### config.mk
export PLATFORM = sky130hd
export DESIGN_NAME = pmfa_ctrl
export DESIGN_NICKNAME = d
export VERILOG_FILES = /design/src/rtl/pmfa_pkg.sv /design/src/rtl/pmfa_ctrl.sv
export SDC_FILE = /design/constraint.sdc
export NUM_CORES = 1
export LEC_CHECK = 0
export ABC_AREA = 1
export BUFFER_PORTS_ARGS = -buffer_cell sky130_fd_sc_hd__buf_2
export CORE_MARGIN = 8
export CORE_UTILIZATION = 49
export DETAILED_ROUTE_END_ITERATION = 10
export GPL_TIMING_DRIVEN = 1
export PLACE_DENSITY = 0.77
export REMOVE_ABC_BUFFERS = 1
export SLEW_MARGIN = 20
export SYNTH_ARGS = -nofsm -noshare
export SYNTH_HDL_FRONTEND = slang
export SYNTH_SLANG_ARGS = --single-unit
### constraint.sdc
create_clock -name clk -period 1.6 [get_ports clk]
set_clock_uncertainty 0.05 [all_clocks]
set_input_delay 0.32 -clock clk [delete_from_list [all_inputs] [get_ports clk]]
set_output_delay 0.32 -clock clk [all_outputs]
set_load 0.02 [all_outputs]
### src/rtl/pmfa_pkg.sv
// Shared constants, command codes and controller/datapath handshake types
// for the paged memory unit with frame allocator. No dependencies.
package pmfa_pkg;

  localparam int OFFSET_BITS  = 8;
  localparam int ADDRESS_BITS = 16;
  localparam int NUM_PROCS    = 8;

  localparam int PAGE_BITS  = ADDRESS_BITS - OFFSET_BITS;
  localparam int PAGE_COUNT = 2 ** PAGE_BITS;
  localparam int PAGE_BYTES = 2 ** OFFSET_BITS;
  localparam int SPACE_BYTES = 2 ** ADDRESS_BITS;
  localparam int PROC_BITS  = (NUM_PROCS > 1) ? $clog2(NUM_PROCS) : 1;
  localparam int MAP_BITS   = PROC_BITS + PAGE_BITS;
  localparam int LINK_W     = PAGE_BITS + 1;
  localparam int FREE_W     = PAGE_BITS + 1;
  localparam int CLR_W      = (ADDRESS_BITS > MAP_BITS) ? ADDRESS_BITS : MAP_BITS;

  // Fixed field widths of the channels.
  localparam int CMD_W   = 2;
  localparam int PID_W   = 4;
  localparam int ADDR_W  = 16;
  localparam int SIZE_W  = 17;
  localparam int DATA_W  = 8;
  localparam int BRK_W   = ADDRESS_BITS + 1;
  localparam int NPG_W   = SIZE_W + 1 - OFFSET_BITS;
  localparam int SUM_W   = ((SIZE_W + 1 > BRK_W) ? SIZE_W + 1 : BRK_W) + 1;

  localparam logic [LINK_W-1:0] LINK_END = '1;

  typedef enum logic [CMD_W-1:0] {
    CMD_ALLOC = 2'd0,
    CMD_FREE  = 2'd1,
    CMD_READ  = 2'd2,
    CMD_WRITE = 2'd3
  } cmd_t;

  // Step commands from the controller.
  typedef struct packed {
    logic clear;
    logic in_ready;
    logic dec;
    logic look_chk;
    logic ram_done;
    logic scan_rd;
    logic scan_chk;
    logic scan_end;
    logic walk_rd;
    logic walk_chk;
    logic publish;
  } ctl_t;

  // Status flags back to the controller.
  typedef struct packed {
    logic clear_done;
    logic in_fire;
    logic pid_bad;
    logic is_alloc;
    logic alloc_ok;
    logic map_hit;
    logic is_read;
    logic is_write;
    logic scan_last;
    logic walk_stop_rd;
    logic walk_stop_chk;
    logic out_free;
  } sts_t;

endpackage

### src/rtl/pmfa_ctrl.sv
// Sequencing state machine of the paged memory unit.
// Depends on pmfa_pkg for the ctl_t and sts_t types.
module pmfa_ctrl (
  input  logic           clk,
  input  logic           rst_n,
  input  pmfa_pkg::sts_t sts,
  output pmfa_pkg::ctl_t ctl
);
  import pmfa_pkg::*;

  typedef enum logic [11:0] {
    ST_CLEAR    = 12'b000000000001,
    ST_IDLE     = 12'b000000000010,
    ST_DECODE   = 12'b000000000100,
    ST_LOOK_CHK = 12'b000000001000,
    ST_RAM      = 12'b000000010000,
    ST_SCAN_RD  = 12'b000000100000,
    ST_SCAN_CHK = 12'b000001000000,
    ST_SCAN_END = 12'b000010000000,
    ST_WALK_RD  = 12'b000100000000,
    ST_WALK_CHK = 12'b001000000000,
    ST_DONE     = 12'b010000000000
  } state_t;

  state_t state_r, state_nxt;

  always_ff @(posedge clk) begin
    if (!rst_n) begin
      state_r <= ST_CLEAR;
    end else begin
      state_r <= state_nxt;
    end
  end

  always_comb begin
    state_nxt = state_r;
    case (state_r)
      ST_CLEAR:    if (sts.clear_done) state_nxt = ST_IDLE;
      ST_IDLE:     if (sts.in_fire) state_nxt = ST_DECODE;
      ST_DECODE: begin
        if (sts.pid_bad) state_nxt = ST_DONE;
        else if (sts.is_alloc) state_nxt = sts.alloc_ok ? ST_SCAN_RD : ST_DONE;
        else state_nxt = ST_LOOK_CHK;
      end
      ST_LOOK_CHK: begin
        if (!sts.map_hit || sts.is_write) state_nxt = ST_DONE;
        else if (sts.is_read) state_nxt = ST_RAM;
        else state_nxt = ST_WALK_RD;
      end
      ST_RAM:      state_nxt = ST_DONE;
      ST_SCAN_RD:  state_nxt = ST_SCAN_CHK;
      ST_SCAN_CHK: state_nxt = sts.scan_last ? ST_SCAN_END : ST_SCAN_RD;
      ST_SCAN_END: state_nxt = ST_DONE;
      ST_WALK_RD:  state_nxt = sts.walk_stop_rd ? ST_DONE : ST_WALK_CHK;
      ST_WALK_CHK: state_nxt = sts.walk_stop_chk ? ST_DONE : ST_WALK_RD;
      ST_DONE:     if (sts.out_free) state_nxt = ST_IDLE;
      default:     state_nxt = ST_IDLE;
    endcase
  end

  always_comb begin
    ctl          = '0;
    ctl.clear    = (state_r == ST_CLEAR);
    ctl.in_ready = (state_r == ST_IDLE);
    ctl.dec      = (state_r == ST_DECODE);
    ctl.look_chk = (state_r == ST_LOOK_CHK);
    ctl.ram_done = (state_r == ST_RAM);
    ctl.scan_rd  = (state_r == ST_SCAN_RD);
    ctl.scan_chk = (state_r == ST_SCAN_CHK);
    ctl.scan_end = (state_r == ST_SCAN_END);
    ctl.walk_rd  = (state_r == ST_WALK_RD);
    ctl.walk_chk = (state_r == ST_WALK_CHK);
    ctl.publish  = (state_r == ST_DONE) && sts.out_free;
  end

endmodule

==> metrics.yaml <==
setup_ws_ns: -0.194
syn_avg_cell_area_um2: 6.70
syn_inst: 118
netlist_area_um2: 791
synth_mux_area_share_pct: 0
synth_edf_count: 0
die_area_um2: 3160
synth-adder-area-share_pct: 0
initial_core_util_pct: 52.5
tightest_slew_ns: 0.321
synth_compound_area_share_pct: 5.06
power_frac_comb_pct: 26.2
dr.pass1.iters: 6
top_register: "state_r"
seq_area_frac_synth_pct: 27.8
period_needed_ns: 1.79
grt_antenna_before_repair: 0
final_nets: 187
power_frac_clock_pct: 30.8
grt_util_all_layers_pct: 15.0
viasPerCell: 5.59
reg2reg_slack_ns: -0.02
drive_above_1_share_pct: 59.9
synth_cell_types: 23
synth_top_family_by_area: "simple AND/OR/NAND/NOR gates"
hold_path.class: "in -> reg"
antenna_cells: 0
overflow: 0
cts_hold_buffers: 0
cp-start-kind: "flip-flop"
fin_area_um2: 1350
crit_start: "state_r[2]"
finalCritPeriodShare_pct: 112
clock-sinks: 11
cts_tree: "built"
sw_frac_of_total_pct: 33.1
worstSkewPairLatency_ns: 0.28
status: "finished, violations left"
grt_max_degree: 8
hold_viol_final: 0
drt_iter0_drc: 61
vdd_ir_drop_max_uv: 524
slew_viol_final: 0
power.share.sequential_pct: 43.0
dp_cells: 159
power.internal_mw: 0.450
max_stage_delay_ns: 0.36
crit_end: "ctl[10]"
setup-tns-final_ns: -1.39
p_per_area_nw_per_um2: 497
area_growth_pct: 71.0
layoutNonFillerInstCount: 188
r2r_end: "state_r[1]"
largest_reg_flops: 11
ioPinCount: 25
max_freq_mhz: 557
synthArstFlopShare_pct: 0
cp.required_ns: 1.23
dp_hpwl_um: 1630
routed_wirelength_um: 3240
top_regs: "state_r (11)"
ys_seq_elements: 11
rsz0062_at_grt: "yes"
worst-setup-path-type: "reg -> out"
grt_pass1_wl_um: 3870
dieHeight_um: 56.2
gp_congestion: 0.875
cts_buffer_depth: 2
crit_path_top_delay_cell: "dfxtp_1"
cts_buffers: 3
p_leak_nw: 0.732
end_kind: "primary output"
ys_warn_count: 0
drtAntennaViolNets: 0
die_w_um: 56.2
total_power_mw: 0.673
violations: "setup timing"
slew_headroom_pct: 78.5
synth_xor_area_share_pct: 0
p_switching_mw: 0.222
ff2ff_path_depth: 11
grt_pass1_vias: 918
cts_root_buf: "clkbuf_4"
worst-path-max-fanout: 3
r2r-start: "state_r[8]"
htreeDepth: 1
arrival_ns: 1.42
drv_cap: 0
port_buffers: 24
rows: 14
synth_flop_cell: "dfxtp_1"
clkTransAtPathRegs_ns: 0.08
worstPathCellList: "nor2_4 > inv_2 > nor3_4 > nor3b_2 > buf_4"
num_vias: 1050
yosys.area_share.simple_pct: 54.7
post_dp_cell_area_um2: 938
wl_per_cell_um: 17.2
core_area_um2: 1510
drc: 0
setup_viol: 12
[logic make-up after synthesis]
family,after synthesis
and+or+nand+nor,75
buffers and inverters,26
DFF,11
AOI/OAI and AO/OA,6
[power groups by stage]
stage	Clock (mW)	Combinational (mW)	Sequential, mW
finish	0.207	0.176	0.289
global route	0.216	0.188	0.290
CTS	0.202	0.143	0.289
detailed placement	0	0.117	0.292
global placement	0	0.115	0.291
floorplan	0	0.0757	0.290
[how the worst min path moves through the flow]
| stage | slack, ns | depth (start not counted) | to | from |
|---|---|---|---|---|
| after global placement | 0.46 | 2 | state_r[9] | sts[2] |
| after global routing | 0.17 | 2 | state_r[9] | sts[2] |
| final | 0.16 | 2 | state_r[9] | sts[2] |
| after floorplan | 0.34 | 1 | state_r[0] | rst_n |
| after CTS | 0.17 | 2 | state_r[9] | sts[2] |
| after detailed placement | 0.46 | 2 | state_r[9] | sts[2] |
[cell usage in the layout (no fill, tap or decap), types with 2 or more instances in the layout]
master,netlist,final
buf_4,0,28
nand2_1,19,17
inv_1,24,17
nor2_1,18,14
buf_2,0,13
nand2_4,3,9
buf_6,0,9
nor2_4,2,8
inv_2,2,8
nand3_1,7,6
dfxtp_2,0,5
nor3_1,8,4
nor3_2,0,3
nor2_2,5,3
clkbuf_4,0,3
dfxtp_4,0,3
dfxtp_1,11,3
nor2_8,2,2
nor4_1,2,2
a21oi_1,2,2
[repair_timing]
item                       CTS  global route
setup endpoints to repair   11            11
gates resized for setup     36            29
gates cloned                 0             0
pin swaps                    9            12
setup buffers               11            14
hold endpoints to repair     0             0
[critical path: cells and delay by family (launching register included)]
family | cells | cell delay [ns]
simple gates | 3 | 0.53
flops | 1 | 0.36
buf+inv | 2 | 0.24
[cells in the mapped netlist (2+ instances only)]
cell type / number / share of area, %
nand2_4: 3 / 4.3
nor4_1: 2 / 1.6
nor2_4: 2 / 2.8
inv_1: 24 / 11
a21oi_1: 2 / 1.3
nand2_1: 19 / 9.0
nor3_1: 8 / 5.1
nor2_8: 2 / 5.1
nor2_1: 18 / 8.5
nor2_2: 5 / 4.0
nand3_1: 7 / 4.4
nand2_2: 4 / 3.2
inv_2: 2 / 0.95
dfxtp_1: 11 / 28
[through the flow]
stage	hold slack, ns	worst slack (ns)	util, %
floorplan	0.340	-0.0221	-
finish	0.163	-0.194	89.8
CTS	0.166	-0.119	76.2
global route	0.168	-0.242	89.8
global placement	0.459	0.130	62.3
detailed placement	0.460	0.106	62.3
[layout make-up]
cell class | count | area [µm²]
fill | 68 | 154
multi-input combinational | 81 | 592
timing repair buffer | 50 | 377
tap | 16 | 20.0
inverter | 26 | 100
clock buffer | 4 | 26.3
sequential | 11 | 238
[metal layers]
metal  up-vias  track usage [%]  wire (µm)
li1        470                -          -
met1       492             14.1       1170
met2        65             27.9       1630
met3        23             5.48        262
met4         0             6.53        174
met5         -                0          0
(Power assumes the default switching activity.)
